--- src/sv/crc16_frame_deframer_macros.svh ---
// Assertion helpers used by the deframer's frame module (cfd_frame).
`ifndef CRC16_FRAME_DEFRAMER_MACROS_SVH
`define CRC16_FRAME_DEFRAMER_MACROS_SVH

// Same-cycle implication, checked out of reset.
`define CFD_ASSERT_NOW(label, clk, rst_n, ante, cons, msg) \
    label: assert property (@(posedge clk) disable iff (!rst_n) (ante) |-> (cons)) \
        else $error(msg);

// Next-cycle implication, checked out of reset.
`define CFD_ASSERT_NEXT(label, clk, rst_n, ante, cons, msg) \
    label: assert property (@(posedge clk) disable iff (!rst_n) (ante) |=> (cons)) \
        else $error(msg);

`endif

--- src/sv/cfd_pkg.sv ---
package cfd_pkg;

    localparam int unsigned HDR_BYTES = 5;
    localparam int unsigned CRC_BYTES = 2;
    localparam int unsigned POS_W     = 9;

    localparam logic [POS_W-1:0] POS_MAX           = 9'd511;
    localparam logic [4:0]       PORT_MASK         = 5'h1F;
    localparam logic [7:0]       MAX_PAYLOAD_RESET = 8'd248;

    typedef enum logic [1:0] {
        STATUS_OK        = 2'd0,
        STATUS_FRAME_ERR = 2'd1,
        STATUS_CRC_ERR   = 2'd2
    } status_t;

    typedef struct packed {
        logic       payload_valid;
        logic [7:0] payload_byte;
        logic       frame_done;
        status_t    status;
        logic [2:0] dest_address;
        logic [4:0] dest_port;
        logic [2:0] src_address;
        logic [4:0] src_port;
        logic [7:0] delivery_kind;
        logic [7:0] protocol_code;
        logic [7:0] payload_length;
    } result_t;

endpackage

--- src/sv/cfd_byte_if.sv ---
interface cfd_byte_if;
    logic       valid;
    logic       ready;
    logic [7:0] rx_byte;
    logic       end_of_buffer;

    modport source (output valid, output rx_byte, output end_of_buffer, input ready);
    modport sink (input valid, input rx_byte, input end_of_buffer, output ready);
endinterface

--- src/sv/cfd_result_if.sv ---
interface cfd_result_if;
    logic       valid;
    logic       ready;
    logic       payload_valid;
    logic [7:0] payload_byte;
    logic       frame_done;
    logic [1:0] status;
    logic [2:0] dest_address;
    logic [4:0] dest_port;
    logic [2:0] src_address;
    logic [4:0] src_port;
    logic [7:0] delivery_kind;
    logic [7:0] protocol_code;
    logic [7:0] payload_length;

    modport source (
        output valid, input ready,
        output payload_valid, output payload_byte, output frame_done, output status,
        output dest_address, output dest_port, output src_address, output src_port,
        output delivery_kind, output protocol_code, output payload_length
    );
    modport sink (
        input valid, output ready,
        input payload_valid, input payload_byte, input frame_done, input status,
        input dest_address, input dest_port, input src_address, input src_port,
        input delivery_kind, input protocol_code, input payload_length
    );
endinterface

--- src/sv/cfd_crc.sv ---
module cfd_crc (
    input  logic [15:0] crc,
    input  logic [7:0]  data,
    output logic [15:0] crc_upd
);
    // Reflected CRC-16/ARC, one byte folded in per call.
    localparam logic [15:0] POLY_REFL = 16'hA001;

    logic [15:0] acc;

    always_comb
    begin
        acc = crc ^ {8'h00, data};
        for (int i = 0; i < 8; i++)
        begin
            if (acc[0])
            begin
                acc = (acc >> 1) ^ POLY_REFL;
            end
            else
            begin
                acc = acc >> 1;
            end
        end
        crc_upd = acc;
    end
endmodule

--- src/sv/cfd_frame.sv ---
`include "crc16_frame_deframer_macros.svh"

module cfd_frame (
    input  logic              clk,
    input  logic              rst_n,
    input  logic              fire,
    input  logic [7:0]        rx_byte,
    input  logic              eob,
    input  logic [7:0]        max_payload,
    output logic              has_result,
    output cfd_pkg::result_t  result
);
    import cfd_pkg::*;

    logic [POS_W-1:0] pos_reg, pos_next;
    logic [39:0]      hdr_reg, hdr_next;
    logic [15:0]      crc_reg, crc_next;
    logic [15:0]      rxcrc_reg, rxcrc_next;

    logic [15:0]      crc_upd;
    logic [15:0]      crc_acc;
    logic [15:0]      rx_upd;
    logic [39:0]      hdr_upd;
    logic [7:0]       len;
    logic [7:0]       len_f;
    logic [POS_W-1:0] pay_end;
    logic [POS_W-1:0] pos_inc;
    logic [POS_W-1:0] need;
    logic             pvalid;
    status_t          status;

    cfd_crc u_crc (
        .crc     (crc_reg),
        .data    (rx_byte),
        .crc_upd (crc_upd)
    );

    always_comb
    begin
        len     = hdr_reg[39:32];
        pay_end = POS_W'(HDR_BYTES) + {1'b0, len};
        hdr_upd = hdr_reg;
        crc_acc = crc_reg;
        rx_upd  = rxcrc_reg;
        pvalid  = 1'b0;

        if (pos_reg < POS_W'(HDR_BYTES))
        begin
            unique case (pos_reg[2:0])
                3'd0:    hdr_upd[7:0]   = rx_byte;
                3'd1:    hdr_upd[15:8]  = rx_byte;
                3'd2:    hdr_upd[23:16] = rx_byte;
                3'd3:    hdr_upd[31:24] = rx_byte;
                default: hdr_upd[39:32] = rx_byte;
            endcase
            crc_acc = crc_upd;
        end
        else if (pos_reg < pay_end)
        begin
            crc_acc = crc_upd;
            pvalid  = (len <= max_payload);
        end
        else if (pos_reg == pay_end)
        begin
            rx_upd = {rx_byte, rxcrc_reg[7:0]};
        end
        else if (pos_reg == pay_end + POS_W'(1))
        begin
            rx_upd = {rxcrc_reg[15:8], rx_byte};
        end

        pos_inc = (pos_reg == POS_MAX) ? pos_reg : pos_reg + POS_W'(1);

        // Frame error wins over a CRC mismatch.
        len_f = hdr_upd[39:32];
        need  = POS_W'(HDR_BYTES + CRC_BYTES) + {1'b0, len_f};
        if (pos_inc < need || len_f > max_payload)
        begin
            status = STATUS_FRAME_ERR;
        end
        else if (crc_acc != rx_upd)
        begin
            status = STATUS_CRC_ERR;
        end
        else
        begin
            status = STATUS_OK;
        end

        has_result = pvalid || eob;

        result                = '0;
        result.payload_valid  = pvalid;
        result.payload_byte   = pvalid ? rx_byte : 8'd0;
        if (eob)
        begin
            result.frame_done     = 1'b1;
            result.status         = status;
            result.dest_address   = hdr_upd[7:5];
            result.dest_port      = hdr_upd[4:0] & PORT_MASK;
            result.src_address    = hdr_upd[15:13];
            result.src_port       = hdr_upd[12:8] & PORT_MASK;
            result.delivery_kind  = hdr_upd[23:16];
            result.protocol_code  = hdr_upd[31:24];
            result.payload_length = len_f;
        end

        // Clear the frame state after the last byte.
        if (eob)
        begin
            pos_next   = '0;
            hdr_next   = '0;
            crc_next   = '0;
            rxcrc_next = '0;
        end
        else
        begin
            pos_next   = pos_inc;
            hdr_next   = hdr_upd;
            crc_next   = crc_acc;
            rxcrc_next = rx_upd;
        end
    end

    always_ff @(posedge clk or negedge rst_n)
    begin
        if (!rst_n)
        begin
            pos_reg   <= '0;
            hdr_reg   <= '0;
            crc_reg   <= '0;
            rxcrc_reg <= '0;
        end
        else if (fire)
        begin
            pos_reg   <= pos_next;
            hdr_reg   <= hdr_next;
            crc_reg   <= crc_next;
            rxcrc_reg <= rxcrc_next;
        end
    end

    `CFD_ASSERT_NEXT(a_clear_after_last, clk, rst_n, fire && eob, pos_reg == '0,
        "frame state not cleared after last byte")
    `CFD_ASSERT_NOW(a_fresh_frame_zero, clk, rst_n, pos_reg == '0,
        hdr_reg == '0 && crc_reg == '0 && rxcrc_reg == '0,
        "frame state dirty at start of frame")
    `CFD_ASSERT_NOW(a_payload_after_hdr, clk, rst_n, fire && result.payload_valid,
        pos_reg >= POS_W'(HDR_BYTES), "payload byte reported inside header")
    `CFD_ASSERT_NOW(a_ok_means_match, clk, rst_n,
        fire && eob && result.status == STATUS_OK, crc_acc == rx_upd,
        "ok status with mismatched CRC")
endmodule

--- src/sv/cfd_out_stage.sv ---
module cfd_out_stage (
    input  logic              clk,
    input  logic              rst_n,
    input  logic              load,
    input  cfd_pkg::result_t  data,
    output logic              slot_free,
    cfd_result_if.source      result_chan
);
    import cfd_pkg::*;

    logic    valid_reg;
    result_t data_reg;

    assign slot_free = !valid_reg || result_chan.ready;

    always_ff @(posedge clk or negedge rst_n)
    begin
        if (!rst_n)
        begin
            valid_reg <= 1'b0;
        end
        else if (slot_free)
        begin
            valid_reg <= load;
        end
    end

    always_ff @(posedge clk)
    begin
        if (load && slot_free)
        begin
            data_reg <= data;
        end
    end

    assign result_chan.valid          = valid_reg;
    assign result_chan.payload_valid  = data_reg.payload_valid;
    assign result_chan.payload_byte   = data_reg.payload_byte;
    assign result_chan.frame_done     = data_reg.frame_done;
    assign result_chan.status         = data_reg.status;
    assign result_chan.dest_address   = data_reg.dest_address;
    assign result_chan.dest_port      = data_reg.dest_port;
    assign result_chan.src_address    = data_reg.src_address;
    assign result_chan.src_port       = data_reg.src_port;
    assign result_chan.delivery_kind  = data_reg.delivery_kind;
    assign result_chan.protocol_code  = data_reg.protocol_code;
    assign result_chan.payload_length = data_reg.payload_length;
endmodule

--- src/sv/crc16_frame_deframer.sv ---
// Channel       Role    Payload
// byte_chan     sink    rx_byte, end_of_buffer
// result_chan   source  payload and header fields, frame_done, status
// max_payload   config  write enable + 8-bit data, no read-back
//
// One byte per cycle sustained unless a stall on result_chan holds it back:
// input register, one pass of byte-wide CRC and header logic, then the output register.
// Reset clears the frame state and loads max_payload with 248.
// A stall on result_chan holds the output register; bytes that report
// nothing (header and CRC bytes) keep flowing until a reporting byte
// meets a full output register.
module crc16_frame_deframer (
    input  logic        clk,
    input  logic        rst_n,
    cfd_byte_if.sink    byte_chan,
    cfd_result_if.source result_chan,
    input  logic        max_payload_we,
    input  logic [7:0]  max_payload_wdata
);
    import cfd_pkg::*;

    logic       s1_valid_reg;
    logic [7:0] s1_byte_reg;
    logic       s1_eob_reg;
    logic [7:0] max_payload_reg;

    logic       has_result;
    logic       slot_free;
    logic       s1_adv;
    result_t    result;

    // Length limit register; write only while the block is idle (not enforced by the block).
    always_ff @(posedge clk or negedge rst_n)
    begin
        if (!rst_n)
        begin
            max_payload_reg <= MAX_PAYLOAD_RESET;
        end
        else if (max_payload_we)
        begin
            max_payload_reg <= max_payload_wdata;
        end
    end

    // Advance the held item when it reports nothing or the output slot opens.
    assign s1_adv          = s1_valid_reg && (!has_result || slot_free);
    assign byte_chan.ready = !s1_valid_reg || s1_adv;

    always_ff @(posedge clk or negedge rst_n)
    begin
        if (!rst_n)
        begin
            s1_valid_reg <= 1'b0;
        end
        else if (byte_chan.ready)
        begin
            s1_valid_reg <= byte_chan.valid;
        end
    end

    // Capture the item on accept; payload needs no reset.
    always_ff @(posedge clk)
    begin
        if (byte_chan.valid && byte_chan.ready)
        begin
            s1_byte_reg <= byte_chan.rx_byte;
            s1_eob_reg  <= byte_chan.end_of_buffer;
        end
    end

    cfd_frame u_frame (
        .clk         (clk),
        .rst_n       (rst_n),
        .fire        (s1_adv),
        .rx_byte     (s1_byte_reg),
        .eob         (s1_eob_reg),
        .max_payload (max_payload_reg),
        .has_result  (has_result),
        .result      (result)
    );

    cfd_out_stage u_out (
        .clk         (clk),
        .rst_n       (rst_n),
        .load        (s1_adv && has_result),
        .data        (result),
        .slot_free   (slot_free),
        .result_chan (result_chan)
    );
endmodule

--- src/flat_wrapper.sv ---
// flat-port wrapper written by rule: the top's interface ports become plain ports
module crc16_frame_deframer_flat import cfd_pkg::*;
  (clk, rst_n, max_payload_we, max_payload_wdata, byte_chan_valid, byte_chan_rx_byte, byte_chan_end_of_buffer, byte_chan_ready, result_chan_valid, result_chan_ready, result_chan_payload_valid, result_chan_payload_byte, result_chan_frame_done, result_chan_status, result_chan_dest_address, result_chan_dest_port, result_chan_src_address, result_chan_src_port, result_chan_delivery_kind, result_chan_protocol_code, result_chan_payload_length);
  cfd_byte_if byte_chan_i ();
  cfd_result_if result_chan_i ();
  input  logic clk;
  input  logic rst_n;
  input  logic max_payload_we;
  input  logic [7:0] max_payload_wdata;
  input wire logic [$bits(byte_chan_i.valid)-1:0] byte_chan_valid;
  input wire logic [$bits(byte_chan_i.rx_byte)-1:0] byte_chan_rx_byte;
  input wire logic [$bits(byte_chan_i.end_of_buffer)-1:0] byte_chan_end_of_buffer;
  output wire logic [$bits(byte_chan_i.ready)-1:0] byte_chan_ready;
  output wire logic [$bits(result_chan_i.valid)-1:0] result_chan_valid;
  input wire logic [$bits(result_chan_i.ready)-1:0] result_chan_ready;
  output wire logic [$bits(result_chan_i.payload_valid)-1:0] result_chan_payload_valid;
  output wire logic [$bits(result_chan_i.payload_byte)-1:0] result_chan_payload_byte;
  output wire logic [$bits(result_chan_i.frame_done)-1:0] result_chan_frame_done;
  output wire logic [$bits(result_chan_i.status)-1:0] result_chan_status;
  output wire logic [$bits(result_chan_i.dest_address)-1:0] result_chan_dest_address;
  output wire logic [$bits(result_chan_i.dest_port)-1:0] result_chan_dest_port;
  output wire logic [$bits(result_chan_i.src_address)-1:0] result_chan_src_address;
  output wire logic [$bits(result_chan_i.src_port)-1:0] result_chan_src_port;
  output wire logic [$bits(result_chan_i.delivery_kind)-1:0] result_chan_delivery_kind;
  output wire logic [$bits(result_chan_i.protocol_code)-1:0] result_chan_protocol_code;
  output wire logic [$bits(result_chan_i.payload_length)-1:0] result_chan_payload_length;
  assign byte_chan_i.valid = byte_chan_valid;
  assign byte_chan_i.rx_byte = byte_chan_rx_byte;
  assign byte_chan_i.end_of_buffer = byte_chan_end_of_buffer;
  assign byte_chan_ready = byte_chan_i.ready;
  assign result_chan_valid = result_chan_i.valid;
  assign result_chan_i.ready = result_chan_ready;
  assign result_chan_payload_valid = result_chan_i.payload_valid;
  assign result_chan_payload_byte = result_chan_i.payload_byte;
  assign result_chan_frame_done = result_chan_i.frame_done;
  assign result_chan_status = result_chan_i.status;
  assign result_chan_dest_address = result_chan_i.dest_address;
  assign result_chan_dest_port = result_chan_i.dest_port;
  assign result_chan_src_address = result_chan_i.src_address;
  assign result_chan_src_port = result_chan_i.src_port;
  assign result_chan_delivery_kind = result_chan_i.delivery_kind;
  assign result_chan_protocol_code = result_chan_i.protocol_code;
  assign result_chan_payload_length = result_chan_i.payload_length;
  crc16_frame_deframer u_core (.clk(clk), .rst_n(rst_n), .byte_chan(byte_chan_i), .result_chan(result_chan_i), .max_payload_we(max_payload_we), .max_payload_wdata(max_payload_wdata));
endmodule
--- config.mk ---
export PLATFORM = sky130hd
export DESIGN_NAME = crc16_frame_deframer_flat
export DESIGN_NICKNAME = d
export VERILOG_FILES = /design/src/sv/cfd_pkg.sv /design/src/sv/cfd_byte_if.sv /design/src/sv/cfd_result_if.sv /design/src/sv/cfd_crc.sv /design/src/sv/cfd_frame.sv /design/src/sv/cfd_out_stage.sv /design/src/sv/crc16_frame_deframer.sv /design/src/flat_wrapper.sv
export VERILOG_INCLUDE_DIRS = /design/src /design/src/sv
export SDC_FILE = /design/constraint.sdc
export NUM_CORES = 1
export LEC_CHECK = 0
export ABC_AREA = 1
export BUFFER_PORTS_ARGS = -buffer_cell sky130_fd_sc_hd__buf_2
export CORE_ASPECT_RATIO = 1.4
export CORE_UTILIZATION = 30
export DETAILED_ROUTE_END_ITERATION = 6
export SYNTH_ARGS = -nofsm -noshare
export SYNTH_HDL_FRONTEND = slang
export SYNTH_HIERARCHICAL = 1
export SYNTH_SLANG_ARGS = --single-unit
--- constraint.sdc ---
create_clock -name clk -period 7 [get_ports clk]
set_input_delay 0 -clock clk [delete_from_list [all_inputs] [get_ports clk]]
set_output_delay 0 -clock clk [all_outputs]
set_load 0.1 [all_outputs]
==> results.py <==
metrics = {
    "floorplan": {
        "num_rows": 73,
        "die_w_um": 146,
        "die_height_um": 203,
        "die-area_mm2": 0.0297,
        "start_util": 0.305,
        "core_mm2": 0.0285,
        "io-pin-count": 76,
    },
    "placement": {
        "dp_cells": 1448,
        "hpwlAfterDp_mm": 15.6,
        "port_buffers": 75,
        "gp_congestion": 0.899,
    },
    "logic_synthesis": {
        "yosysMostFrequentCell": "nand2_1",
        "synth_edf_count": 61,
        "synth.avg_cell_area_um2": 8.44,
        "synth_area_mm2": 0.00870,
        "synth_top_area_share": 0.247,
        "ys_types": 43,
        "synthXorXnorAreaFrac": 0.0390,
        "synth-main-ff-cell": "dfrtp_1",
        "synth_compound_area_frac": 0.118,
        "yosys_warnings": 6,
        "synth-seq-area-share": 0.473,
        "netlist_instances": 1030,
        "synthSimpleGateAreaFrac": 0.234,
        "synthArstFlopShare": 0.599,
        "synth_top_family_by_area": "simple AND/OR/NAND/NOR gates",
        "synth_mux_area_frac": 0.00115,
        "syn_nets": 1093,
        "synth_commonest_cells": "nand2_1, o21ai_0, inv_1",
        "synth.area.top_cells": "dfrtp_1, edfxtp_1, nand2_1",
        "yosys.area_share.adder": 0.0590,
        "ys_ff_latch": 152,
        "synth_top_area_cell": "dfrtp_1",
    },
    "clock_tree": {
        "clk_latency_ns": 0.42,
        "cts.sinks": 152,
        "cts_buffer_depth": 2,
        "cts_tree": "built",
        "htree_levels": 4,
        "cts.clk_slew.worst_paths_ns": 0.06,
        "cts_resized": 0,
        "root_buffer": "clkbuf_16",
        "cts_buffers": 17,
    },
    "setup_path": {
        "r2r_end": "u_core/u_frame/crc_reg[2]",
        "cp_data_arrival_time_ns": 4.85,
        "startpoint_type": "flop",
        "crit_required_ns": 7.33,
        "rr_startpoint": "u_core/u_frame/hdr_reg[33]",
        "slowest_delay_ns": 0.44,
        "crit_path_end_kind": "flop",
        "r2r_slack_ns": 2.48,
        "ff2ff_path_depth": 22,
        "cp_slowest_cell": "dfrtp_1",
        "critical_path_class": "flop to flop",
        "critPathMostFrequentCell": "nand2_1",
        "cp_cell_sequence": "ha_1 > inv_2 > nand2_1 > nand4_1 > nand2_1 > nand2_1 > ha_1 > nand2_1 > nor2_1 > nand3b_1 > nand3_1 > nor2_1 > nand2_1 > nand2_1 > a21boi_2 > buf_4 > inv_1 > nor2_1 > buf_4 > clkinv_1 > buf_4 > o21ai_0",
        "cp_max_fo": 71,
    },
    "layout": {
        "largest_reg_flops": 40,
        "diodes": 0,
        "drive_above_1_share": 0.159,
        "nFillCells": 2946,
        "nets": 1191,
        "final_cells": 1516,
        "area_growth_pct": 19.3,
    },
    "timing": {
        "hold_violations": 0,
        "worst_pin_slew_ns": 1.07,
        "min_period_over_period": 0.645,
        "setup_violations": 0,
        "rsz0062_at_grt": "no",
        "relSlewSlack": 0.277,
        "fmax_ghz": 0.221,
        "post-route-min-period_ns": 4.52,
        "setup-tns-final_ns": 0,
        "finClkSkew_ns": 0.0139,
        "drv_slew": 0,
    },
    "route": {
        "vias_per_cell": 4.74,
        "ant_nets": 0,
        "wl_per_cell_um": 14.7,
        "drc": 0,
        "drt_iter0_drc": 513,
        "wirelength_mm": 22.2,
        "dr_total_vias": 7181,
        "drt_pass1_iterations": 7,
    },
    "global_route": {
        "grt_max_degree": 72,
        "globalRouteTotalUtil": 0.153,
        "grt_pass1_vias": 6658,
        "grt_pass1_wl_mm": 35.5,
        "grt-ovfl-total": 0,
        "antenna_found_initial": 0,
    },
    "pwr": {
        "power_mw": 4.05,
        "power.density_mw_per_mm2": 390,
        "p_leak_nw": 4.81,
        "peakVddDrop_uv": 173,
    },
    "worst_hold_path": {
        "hold_path_class": "primary input to asynchronous set/reset pin",
    },
    "flow_run": {
        "maxCapViolations": 0,
    },
    "run_status": {
        "status": "finished clean",
    },
}
==> per-layer routing <==
metal,global-route usage,vias to the layer above,wire length [um],part of all wire
li1,-,3613,-,-
met2,0.261,193,10800,0.49
met4,0.0635,0,604,0.027
met5,0,-,0,0
met3,0.0210,33,858,0.039
met1,0.193,3342,9990,0.45
==> final cells by class <==
class	count	area [um^2]	share of cell area
Clock inverter	15	176	0.0170
Timing Repair Buffer	118	791	0.0762
Clock buffer	17	425	0.0410
Inverter	123	464	0.0447
Multi-Input combinational cell	716	3940	0.379
Tap cell	375	469	0.0452
Sequential cell	152	4120	0.397
==> repair_timing <==
action / CTS / global route
setup buffers: 0 / 0
hold buffers: 36 / 0
endpoints found under the hold margin: 58 / 0
==> worst max-delay path by stage <==
stage	slack [ns]	depth (start not counted)	from	to
3_3_place_gp	2.72	22	u_core/u_frame/hdr_reg[33]	u_core/u_frame/crc_reg[0]
5_1_grt	2.01	22	u_core/u_frame/hdr_reg[33]	u_core/u_frame/crc_reg[2]
2_1_floorplan	1.76	17	u_core/u_frame/hdr_reg[33]	u_core/u_out/result_chan.delivery_kind[0]
4_1_cts	2.50	22	u_core/u_frame/hdr_reg[33]	u_core/u_frame/crc_reg[2]
3_5_place_dp	2.49	22	u_core/u_frame/hdr_reg[33]	u_core/u_frame/crc_reg[2]
6_report	2.48	22	u_core/u_frame/hdr_reg[33]	u_core/u_frame/crc_reg[2]
==> stage by stage <==
stage | area, um^2 | setup WS (ns) | utilization | hold WS [ns]
after floorplan | 8700 | 1.76 | - | -0.296
after global placement | 9420 | 2.72 | 0.330 | 0.0216
after detailed placement | 9420 | 2.49 | 0.330 | 0.0146
after CTS | 10400 | 2.50 | 0.364 | 0.139
after global routing | 10400 | 2.01 | 0.364 | 0.161
final | 10400 | 2.48 | 0.364 | 0.113
==> power by group <==
part	leakage [nW]	internal [mW]	switching [mW]
registers	1.79	1.12	0.124
logic	2.73	0.575	1.30
clock network	0.287	0.562	0.377
==> critical path, delay by kind of cell (launching register included) <==
family                   cells  cell delay, ns
AND/OR/NAND/NOR             12            1.66
buffers and inverters        6            1.21
adder cells (fa/ha/maj)      2            0.60
AO/OA/AOI/OAI                2            0.46
flip-flops                   1            0.44
==> cells by family after synthesis <==
group,Yosys count
buffers and inverters,162
adder cells (fa/ha/maj),41
XOR/XNOR,37
AND/OR/NAND/NOR,449
flip-flops,152
multiplexers,1
AO/OA/AOI/OAI,188
==> cell usage in the layout, fill, tap and decap left out, types with 2 or more instances in the layout <==
master           n
nor2_2           5
dfstp_2          5
or2_2            5
o21a_1           5
buf_2           74
xnor2_1         10
inv_2            8
nor4_1           2
a211oi_1         2
nand2_4          8
inv_6            2
nand3_1         60
clkinv_2         2
ha_1            41
buf_4            8
dlygate4sd3_1   36
clkinv_1         4
edfxtp_1        61
inv_1          112
clkbuf_16       17
nand3b_1         2
nor2_4           2
a21oi_1         20
o22ai_1         31
o21ai_0        115
dfrtp_1         86
clkinvlp_4       3
nand3_2          7
nor3_2           2
nor2_1          83
nand4_1         15
o21ai_1         10
nand2_2         19
xor2_1          25
xnor2_2          2
nand2_1        234
clkinv_4         2
bufinv_16        3
nor3_1           3
Power figures use the tool's default switching activity.
